**src/design/ffp_single_divide_defines.svh**
```systemverilog
// ----------------------------------------------------------------------------
// FFP divide assertion macros
// Shared assertion wrappers for the FFP divide block.
// ----------------------------------------------------------------------------
`ifndef FFP_SINGLE_DIVIDE_DEFINES_SVH
`define FFP_SINGLE_DIVIDE_DEFINES_SVH

// check gated off while reset is asserted
`define FFP_DIV_ASSERT(label, prop, msg) \
	label: assert property (@(posedge clk) disable iff (!arst_n) prop) else $error(msg);

// check that also holds during reset
`define FFP_DIV_ASSERT_ALWAYS(label, prop, msg) \
	label: assert property (@(posedge clk) prop) else $error(msg);

`endif

```
**src/design/ffp_div_pkg.sv**
```systemverilog
// ----------------------------------------------------------------------------
// FFP divide package
// Widths, types and helpers shared by the FFP divide modules.
// ----------------------------------------------------------------------------
package ffp_div_pkg;

	localparam int MANT_W       = 24;
	localparam int EXP_W        = 7;
	localparam int WORD_W       = 32;
	localparam int FRAC_SHIFT   = 32;
	localparam int NUM_W        = MANT_W + FRAC_SHIFT;
	localparam int POS_W        = 6;
	localparam int T_W          = MANT_W + 1;
	localparam int CNT_W        = 5;
	localparam int LZ_W         = 5;
	localparam int ECALC_W      = 10;
	localparam int EXP_BIAS_ADJ = 33;

	typedef logic [MANT_W-1:0] mant_t;
	typedef logic [EXP_W-1:0]  exp_t;

	typedef struct packed {
		logic [T_W-1:0]   t;
		logic [POS_W-1:0] lead_pos;
		exp_t             exp_dnd;
		exp_t             exp_dsr;
		logic             sign;
	} pack_in_t;

	typedef struct packed {
		logic [WORD_W-1:0] word;
		logic              ovf;
	} pack_out_t;

	// leading zero count of a mantissa
	function automatic logic [LZ_W-1:0] lzc_mant(input mant_t v);
		logic [LZ_W-1:0] cnt;
		cnt = LZ_W'(MANT_W);
		for (int i = 0; i < MANT_W; i++) begin
			if (v[i]) begin
				cnt = LZ_W'(MANT_W - 1 - i);
			end
		end
		return cnt;
	endfunction

endpackage

```
**src/design/ffp_div_step.sv**
```systemverilog
// ----------------------------------------------------------------------------
// FFP divide step
// One restoring division step: shift in a bit, compare, subtract.
// ----------------------------------------------------------------------------
module ffp_div_step (
	input  ffp_div_pkg::mant_t rem,
	input  logic               nbit,
	input  ffp_div_pkg::mant_t dsr,
	output ffp_div_pkg::mant_t rem_next,
	output logic               qbit
);
	import ffp_div_pkg::*;

	logic [MANT_W:0]   rem_sh;
	logic [MANT_W+1:0] diff;

	assign rem_sh   = {rem, nbit};
	assign diff     = {1'b0, rem_sh} - {2'b00, dsr};
	assign qbit     = ~diff[MANT_W+1];
	assign rem_next = qbit ? diff[MANT_W-1:0] : rem_sh[MANT_W-1:0];

endmodule

```
**src/design/ffp_div_pack.sv**
```systemverilog
// ----------------------------------------------------------------------------
// FFP divide pack
// Rounds the quotient mantissa, forms the exponent and packs the word,
// saturating it when the exponent is out of range.
module ffp_div_pack (
	input  ffp_div_pkg::pack_in_t  pin,
	output ffp_div_pkg::pack_out_t pout
);
	import ffp_div_pkg::*;

	logic [MANT_W:0]          mant_sum;
	logic                     carry;
	mant_t                    mant;
	logic signed [ECALC_W-1:0] e;

	assign mant_sum = {1'b0, pin.t[T_W-1:1]} + {{MANT_W{1'b0}}, pin.t[0]};
	assign carry    = mant_sum[MANT_W];
	assign mant     = carry ? {1'b1, {(MANT_W-1){1'b0}}} : mant_sum[MANT_W-1:0];

	assign e = $signed({{(ECALC_W-EXP_W){1'b0}}, pin.exp_dnd})
		- $signed({{(ECALC_W-EXP_W){1'b0}}, pin.exp_dsr})
		+ $signed({{(ECALC_W-POS_W){1'b0}}, pin.lead_pos})
		+ $signed(ECALC_W'(EXP_BIAS_ADJ))
		+ $signed({{(ECALC_W-1){1'b0}}, carry});

	always_comb begin
		if (e < 0 || e > $signed(ECALC_W'((1 << EXP_W) - 1))) begin
			pout.word = {{MANT_W{1'b1}}, pin.sign, {EXP_W{1'b1}}};
			pout.ovf  = 1'b1;
		end else begin
			pout.word = {mant, pin.sign, e[EXP_W-1:0]};
			pout.ovf  = 1'b0;
		end
	end

endmodule

```
**src/design/ffp_single_divide.sv**
```systemverilog
// ----------------------------------------------------------------------------
// FFP single divide
// Divides two fast floating point words by restoring long division,
// one quotient bit per cycle through a shared compare/subtract step.
// ----------------------------------------------------------------------------
// A zero dividend or divisor gives a valid result word in the cycle after
// acceptance; otherwise the word passes through a load cycle, the division
// steps, which stop early once the quotient holds all its bits, and a
// rounding cycle. The step unit is the only divider hardware, so in_ready
// stays low until the word is taken.
// Reset: asynchronous, returns to idle with no result word pending.
`include "ffp_single_divide_defines.svh"

module ffp_single_divide (
	input  logic        clk,
	input  logic        arst_n,
	input  logic        in_valid,
	output logic        in_ready,
	input  logic [31:0] divisor,
	input  logic [31:0] dividend,
	output logic        out_valid,
	input  logic        out_ready,
	output logic [31:0] quotient,
	output logic        zero_flag,
	output logic        negative_flag,
	output logic        overflow_flag
);
	import ffp_div_pkg::*;

	typedef enum logic [2:0] {
		S_IDLE,
		S_LOAD,
		S_DIV,
		S_PACK,
		S_OUT
	} state_t;

	state_t            state_q;
	mant_t             m1_q;
	mant_t             m2_q;
	exp_t              exp_dsr_q;
	exp_t              exp_dnd_q;
	logic              sign_q;
	mant_t             rem_q;
	logic [POS_W-1:0]  pos_q;
	logic [POS_W-1:0]  lead_q;
	logic              found_q;
	logic [CNT_W-1:0]  cnt_q;
	logic [T_W-1:0]    qs_q;
	logic [WORD_W-1:0] quotient_q;
	logic              zero_q;
	logic              neg_q;
	logic              ovf_q;

	mant_t             in_m1;
	mant_t             in_m2;
	logic [LZ_W-1:0]   lz1;
	logic [LZ_W-1:0]   lz2;
	logic [POS_W-1:0]  start_j;
	logic [NUM_W-1:0]  num_sh;
	logic [POS_W-1:0]  pos_off;
	logic              nbit;
	mant_t             rem_next;
	logic              qbit;
	logic              last_step;
	logic [CNT_W-1:0]  t_shift;
	pack_in_t          pin;
	pack_out_t         pout;

	assign in_m1 = divisor[WORD_W-1:WORD_W-MANT_W];
	assign in_m2 = dividend[WORD_W-1:WORD_W-MANT_W];

	assign lz1     = lzc_mant(m1_q);
	assign lz2     = lzc_mant(m2_q);
	assign start_j = POS_W'(EXP_BIAS_ADJ) + POS_W'(lz1) - POS_W'(lz2);
	assign num_sh  = {m2_q, {FRAC_SHIFT{1'b0}}} >> start_j;

	assign pos_off = pos_q - POS_W'(FRAC_SHIFT);
	assign nbit    = (pos_q >= POS_W'(FRAC_SHIFT)) ? m2_q[pos_off[LZ_W-1:0]] : 1'b0;

	ffp_div_step u_step (
		.rem      (rem_q),
		.nbit     (nbit),
		.dsr      (m1_q),
		.rem_next (rem_next),
		.qbit     (qbit)
	);

	assign last_step = (pos_q == '0) || (found_q && cnt_q == CNT_W'(T_W - 1));
	assign t_shift   = CNT_W'(T_W) - cnt_q;

	assign pin.t        = qs_q << t_shift;
	assign pin.lead_pos = lead_q;
	assign pin.exp_dnd  = exp_dnd_q;
	assign pin.exp_dsr  = exp_dsr_q;
	assign pin.sign     = sign_q;

	ffp_div_pack u_pack (
		.pin  (pin),
		.pout (pout)
	);

	always_ff @(posedge clk or negedge arst_n) begin
		if (!arst_n) begin
			state_q <= S_IDLE;
			found_q <= 1'b0;
			cnt_q   <= '0;
		end else begin
			case (state_q)
				S_IDLE: begin
					if (in_valid) begin
						m1_q      <= in_m1;
						m2_q      <= in_m2;
						exp_dsr_q <= divisor[EXP_W-1:0];
						exp_dnd_q <= dividend[EXP_W-1:0];
						sign_q    <= divisor[EXP_W] ^ dividend[EXP_W];
						if (in_m2 == '0) begin
							quotient_q <= '0;
							zero_q     <= 1'b1;
							neg_q      <= 1'b0;
							ovf_q      <= 1'b0;
							state_q    <= S_OUT;
						end else if (in_m1 == '0) begin
							quotient_q <= '0;
							zero_q     <= 1'b0;
							neg_q      <= 1'b0;
							ovf_q      <= 1'b1;
							state_q    <= S_OUT;
						end else begin
							state_q <= S_LOAD;
						end
					end
				end
				S_LOAD: begin
					rem_q   <= num_sh[MANT_W-1:0];
					pos_q   <= start_j - POS_W'(1);
					found_q <= 1'b0;
					cnt_q   <= '0;
					qs_q    <= '0;
					state_q <= S_DIV;
				end
				S_DIV: begin
					rem_q <= rem_next;
					pos_q <= pos_q - POS_W'(1);
					if (found_q || qbit) begin
						qs_q  <= {qs_q[T_W-2:0], qbit};
						cnt_q <= cnt_q + CNT_W'(1);
					end
					if (!found_q && qbit) begin
						found_q <= 1'b1;
						lead_q  <= pos_q;
					end
					if (last_step) begin
						state_q <= S_PACK;
					end
				end
				S_PACK: begin
					quotient_q <= pout.word;
					zero_q     <= 1'b0;
					neg_q      <= sign_q;
					ovf_q      <= pout.ovf;
					state_q    <= S_OUT;
				end
				S_OUT: begin
					if (out_ready) begin
						state_q <= S_IDLE;
					end
				end
				default: begin
					state_q <= S_IDLE;
				end
			endcase
		end
	end

	assign in_ready      = (state_q == S_IDLE);
	assign out_valid     = (state_q == S_OUT);
	assign quotient      = quotient_q;
	assign zero_flag     = zero_q;
	assign negative_flag = neg_q;
	assign overflow_flag = ovf_q;

	`FFP_DIV_ASSERT_ALWAYS(a_no_overlap, !(in_ready && out_valid), "ready while word pending")
	`FFP_DIV_ASSERT(a_flags_excl, out_valid |-> !(zero_flag && overflow_flag), "zero and overflow both set")
	`FFP_DIV_ASSERT(a_neg_sign, out_valid |-> (negative_flag == quotient[EXP_W]), "negative flag mismatch")
	`FFP_DIV_ASSERT(a_lead_found, (state_q == S_PACK) |-> found_q, "no leading quotient bit")
	`FFP_DIV_ASSERT(a_pos_walk, (state_q == S_DIV) && !last_step |=> (state_q == S_DIV) && (pos_q == $past(pos_q) - POS_W'(1)), "step position out of order")

endmodule
```
**config.mk**
```make
export PLATFORM = sky130hd
export DESIGN_NAME = ffp_single_divide
export DESIGN_NICKNAME = d
export VERILOG_FILES = /design/src/design/ffp_div_pkg.sv /design/src/design/ffp_div_step.sv /design/src/design/ffp_div_pack.sv /design/src/design/ffp_single_divide.sv
export VERILOG_INCLUDE_DIRS = /design/src /design/src/design
export SDC_FILE = /design/constraint.sdc
export NUM_CORES = 1
export LEC_CHECK = 0
export BUFFER_PORTS_ARGS = -buffer_cell sky130_fd_sc_hd__buf_2
export CAP_MARGIN = 5
export CORE_ASPECT_RATIO = 2
export CORE_UTILIZATION = 50
export CTS_CLUSTER_DIAMETER = 30
export DETAILED_ROUTE_END_ITERATION = 12
export HOLD_SLACK_MARGIN = 0.06
export PLACE_DENSITY = 0.69
export SYNTH_ARGS = -nofsm -noshare
export SYNTH_HDL_FRONTEND = slang
export SYNTH_SLANG_ARGS = --single-unit
```
**constraint.sdc**
```tcl
create_clock -name clk -period 7.2 [get_ports clk]
set_input_delay 0.72 -clock clk [delete_from_list [all_inputs] [get_ports clk]]
set_output_delay 0.72 -clock clk [all_outputs]
set_load 0.02 [all_outputs]
```
# Word-level counts from Yosys, hierarchy flattened
# Cells that the tools add are included.
[word_totals]
output_inout_bits = 37
word_cells = 151
ff_bits = 168
inputBits = 68
[op_classes]
eq_ne = 11
n_reduce_logical = 20
n_lt_le_gt_ge = 4
muxes = 83
bitwise_logic = 2
shift = 2
addsub = 13
[op_table]
columns = ["op", "n"]
rows = [
  ["$mux 5", 46],
  ["$mux 32", 3],
  ["$pmux 32 s2", 1],
  ["$shr 56x6->24", 1],
  ["$pmux 25 s2", 1],
  ["$logic_not 24->1", 2],
  ["$mux 24", 2],
  ["$pmux 24 s2", 1],
  ["$mux 33", 1],
  ["$sub 25x24->26", 1],
  ["$add 24x1->25", 1],
  ["$mux 25", 1],
  ["$shl 25x5->25", 1],
  ["$mux 3", 5],
  ["$pmux 3 s5", 1],
  ["$mux 4", 3],
  ["$pmux 6 s2", 1],
  ["$reduce_and 3->1", 4],
  ["$sub 6x1->6 const B", 2],
  ["$mux 1", 11],
  ["$add 10x2->10", 1],
  ["$add 10x7->10", 1],
  ["$add 10x7->10 const B", 1],
  ["$gt 10x8->1 const B", 1],
  ["other kinds (29)", 42],
]

# Longest topological paths before layout
[logic_depth]
word_depth = 28
depth_mapped = 33

# Modules after synthesis
# A second synthesis with hierarchy kept.
[hier_totals]
cells_unflattened = 1303
hier_area_um2 = 13362.8
[by_module_without_submodules]
columns = ["module", "cells_per_inst", "area_per_inst_um2", "seq_area_each_um2", "instances"]
rows = [
  ["ffp_single_divide", 868, 10050.9, 4999.8, 1],
  ["ffp_div_step", 244, 1964.4, 0.0, 1],
  ["ffp_div_pack", 191, 1347.5, 0.0, 1],
]

# Worst setup path after synthesis
# No wires, ideal clock.
[synth_path]
path_type = "reg-to-reg"
startpoint = "register cnt_q[1]"
endpoint = "register quotient_q[1], in the netlist quotient[1], data pin"
path_stages_with_launch = 33
setup_time_ns = 0.147
slack_ns = 1.144
arrival_time_ns = 5.909
period_less_slack_ns = 6.056
cell_sequence = "dfrtp_1 > buf_6 > buf_12 > buf_8 > inv_2 > ha_1 > buf_2 > buf_4 > clkbuf_1 > nor2_1 > and3_1 > ha_1 > and4_1 > nand3_1 > nor2_1 > and4_1 > buf_2 > o2111ai_2 > or3b_4 > buf_6 > ha_1 > inv_1 > ha_1 > fa_1 > a21o_1 > a21oi_1 > nor2b_1 > o21a_1 > nand3_1 > nand2_1 > mux2_2 > clkbuf_1 > a21oi_1"
[synth_via]
elab_chain_cells = 8
elab_cells_between_ends = 9
classes_between = "3 x add/sub; 2 x order compare; 1 x shift; 2 x mux; 1 x reduce/logical"
[synth_lines]
columns = ["item", "line", "rtl"]
rows = [
  ["from (decl)", "ffp_single_divide.sv:48", "logic [CNT_W-1:0] cnt_q;"],
  ["from (signal assigned)", "ffp_single_divide.sv:147", "cnt_q <= cnt_q + CNT_W'(1);"],
  ["$sub 5x5->5 (*)", "ffp_single_divide.sv:90", "assign t_shift = CNT_W'(T_W) - cnt_q;"],
  ["$shl 25x5->25 (*)", "ffp_single_divide.sv:92", "assign pin.t = qs_q << t_shift;"],
  ["$add 24x1->25 (*)", "ffp_div_pack.sv:16", "assign mant_sum = {1'b0, pin.t[T_W-1:1]} + {{MANT_W{1'b0}}, pin.t[0]};"],
  ["$add 10x2->10 (*)", "ffp_div_pack.sv:24", "+ $signed({{(ECALC_W-1){1'b0}}, carry});"],
  ["$lt 10x1->1 / $gt 10x8->1 (equally long branches)", "ffp_div_pack.sv:27", "if (e < 0 || e > $signed(ECALC_W'((1 << EXP_W) - 1))) begin"],
  ["$logic_or 1x1->1", "ffp_div_pack.sv:27", ""],
  ["$mux 33 (*)", "ffp_div_pack.sv:27", ""],
  ["$pmux 32 s2 (*)", "ffp_single_divide.sv:109", "case (state_q)"],
  ["to (signal assigned)", "ffp_single_divide.sv:158", "quotient_q <= pout.word;"],
  ["to (decl)", "ffp_single_divide.sv:50", "logic [WORD_W-1:0] quotient_q;"],
]
# Every way passes the cells marked *; elsewhere a longest branch is shown, timed or not.
# A chain may end at the register's enable or synchronous reset.

# Final worst setup path
[layout_path]
startpoint = "register cnt_q[2]"
endpoint = "register quotient_q[12], in the netlist quotient[12], data pin"
[layout_via]
elab_chain_cells = 8
elab_cells_between_ends = 10
classes_between = "3 x add/sub; 2 x order compare; 1 x shift; 3 x mux; 1 x reduce/logical"
[layout_lines]
columns = ["item", "line"]
rows = [
  ["$sub 5x5->5 (*)", "ffp_single_divide.sv:90"],
  ["$shl 25x5->25 (*)", "ffp_single_divide.sv:92"],
  ["$add 24x1->25 (*)", "ffp_div_pack.sv:16"],
  ["$add 10x2->10", "ffp_div_pack.sv:24"],
  ["$lt 10x1->1 / $gt 10x8->1 (equally long branches)", "ffp_div_pack.sv:27"],
  ["$logic_or 1x1->1", "ffp_div_pack.sv:27"],
  ["$mux 33 (*)", "ffp_div_pack.sv:27"],
  ["$pmux 32 s2 (*)", "ffp_single_divide.sv:109"],
]
# Marks and branches as above.

==> metrics <==
status completed; clock skew 6.618 ps; clk_lat worst skew 460 ps; gpl congestion 0.9675; Seq cells post-synth 167; peak supply drop 0.0002140 V; Synth async-reset ratio 5.389%; Post-DRT Antenna Nets 0; io pins 105; Max Clk Rate 158.8 MHz; Sink Count 167; most common library cells after synthesis 158 x edfxtp_1, 122 x nand2_1, 102 x a21oi_1; Area Growth Syn to Fin 10.79%; Antenna diodes 0; Finish-stage setup viols 0; actual slew at the worst max-slew pin 1256 ps; first-pass GRT wire length 52590 um; Pins Over Slew Limit 0; H-tree Lvls 4; Critical Path Max Stage Delay 540 ps; GRT Residual Overflow 0; Initial Util 51.14%; CP most frequent cell ha_1; largest net degree at the start of global routing 64; Syn Nets 1393; vias per cell 6.085; routed wire length 33700 um; Slew headroom 16.02%; worst min path class in2async; die area 25760 um2; clock slew at reported path FFs 70 ps; Syn Inst Count 1261; post-synth top area share 37.83%; mapped cell area 12540 um2; WS Path Type reg2reg; final setup TNS 0 ps; Post-CTS Hold Buffers 0; startpoint types register; vias in the first global route 10230; Std-Cell Rows 81; Die X-Extent 114.0 um; core area 24530 um2; clock root cell clkbuf_16; slowest cell on the critical path or3b_4; Setup crit end kind register; post-CTS setup buffer count 0; DR pass1 iterations 8; initial antenna violation count 0; number of buffers created by CTS 17; Leak 5.322 nW; Final #Nets 1463; fill count 2254; final non-filler cell total 1676; final HPWL from detailed placement 26170 um; Max-Cap Viols 0; Synth Flop Type edfxtp_1; Post-synth EDFFs 158; library cells used by synthesis 78; biggest area consumer among synthesized cells edfxtp_1; register area share after synthesis 39.62%; layout cells sized above 1 16.59%; worst endpoint required time 7490 ps; minimum clock period 6298 ps; DRC 0; Port Buffers 104; WL per Instance 20.11 um; crit path max fanout 32; clock buffer depth 2; Tcrit/Tclk final 87.47%; pre-CTS WS 950.2 ps; Syn Area/Cell 9.947 um2; cells along the critical path inv_1, ha_1, buf_4, mux2i_1, o21ai_0, mux4_2, nor4bb_1, and4_1, o2111ai_2, or3b_4, ha_1, inv_1, ha_1, fa_1, a21o_1, a21oi_1, nor2b_1, o21a_1, nand3_1, nand2_1, mux2_2, o21a_1, nor2_1; Worst EP arrival 6590 ps; vias after detailed routing 10200; Final Hold Fails 0; placed insts 1644; die height 226.0 um; Syn. warnings 0; CTS tree yes; gr usage total 27.32%; cts repair resizes 0; most numerous cell in the Yosys netlist edfxtp_1; pwr/cell area 375.7 nW/um2; final worst setup slack 901.9 ps; Initial DRC Count 475; RSZ-0062 raised after global routing no; Synth area leaders edfxtp_1 38%, mux4_2 6.1%, ha_1 6.0%
cells in the final DEF (no fill, tap or decap), types with 32 or more instances in the layout:
cell type  Yosys  layout
nor2_1        89      89
buf_2          5     104
a21oi_1      102     102
mux4_2        34      34
edfxtp_1     158     158
xor2_1        32      32
inv_1         56      56
nand2_1      122     122
ha_1          60      60
mux2i_1       71      71
o21ai_0       61      61
final timing paths:
check | start | to | slack [ps] | cells past startpoint
min | arst_n | cnt_q[4]$_DFFE_PN0P_ | 140 | 1
max in group asynchronous | arst_n | cnt_q[1]$_DFFE_PN0P_ | 6800 | 1
max reg2reg | cnt_q[2]$_DFFE_PN0P_ | quotient[12]$_SDFFCE_PN0P_ | 900 | 23
min in group clk | divisor[0] | exp_dsr_q[0]$_DFFE_PP_ | 440 | 1
max | cnt_q[2]$_DFFE_PN0P_ | quotient[12]$_SDFFCE_PN0P_ | 900 | 23
min reg2reg | sign_q$_DFFE_PP_ | quotient[7]$_SDFFCE_PN0P_ | 520 | 1
power breakdown:
part           internal, W  switching [W]  total [W]  leakage [nW]
Combinational      0.00108        0.00169    0.00278          3.46
Sequential         0.00134       0.000186    0.00153          1.58
Clock             0.000512       0.000403   0.000915         0.278
Total              0.00294        0.00228    0.00522          5.32
critical path: cells and delay by family, from the launching register on:
family	cells	cell delay (ps)
and+or+nand+nor	7	1650
DFF	1	480
buffers and inverters	3	500
adders and majority gates	4	1360
muxes	3	970
AOI/OAI and AO/OA	6	1160
routing by layer:
metal	share of wire (%)	global-route usage (%)	routed length, um	vias to the layer above
met1	33	24.40	11030	4875
met4	8.8	22.96	2959	0
met2	55	51.96	18670	310
li1	-	-	-	4868
met5	0	0	0	-
met3	3.1	4.402	1040	145
stage by stage:
| step | cell area (um2) | hold WS [ps] | power, W | utilization (%) |
|---|---|---|---|---|
| after floorplan | 12540 | 424.4 | 0.003576 | - |
| after global placement | 13320 | 501.8 | 0.004255 | 54.31 |
| after detailed placement | 13320 | 507.0 | 0.004288 | 54.31 |
| after CTS | 13900 | 140.0 | 0.005213 | 56.66 |
| after global routing | 13900 | 152.7 | 0.005550 | 56.66 |
| final | 13900 | 145.0 | 0.005221 | 56.66 |
layout make-up:
class                           count  area, um2  share of cell area, %
Tap cell                          332      415.4                  2.989
Sequential cell                   167       4971                  35.77
Multi-Input combinational cell    958       7014                  50.47
Clock inverter                     14      148.9                  1.071
Timing Repair Buffer              127      693.2                  4.988
Inverter                           60      225.2                  1.621
Clock buffer                       18      429.2                  3.088
state kept, by name (all words and copies together) (netlist names), 6 cells and up:
signal and cells:
exp_dnd_q 7, exp_dsr_q 7, lead_q 6, m1_q 24
m2_q 24, pos_q 6, qs_q 25, quotient 32
rem_q 24
logic make-up (layout without fill, tap and decap cells):
logic type | Yosys count | in the layout | share of synthesized area [%]
xor gates and xnor gates | 64 | 64 | 4.469
adders and majority gates | 64 | 64 | 6.623
buffers and inverters | 136 | 219 | 4.638
muxes | 122 | 122 | 13.33
AOI/OAI and AO/OA | 322 | 322 | 16.19
DFF | 167 | 167 | 39.62
and+or+nand+nor | 386 | 386 | 15.13
(Power assumes the default switching activity.)
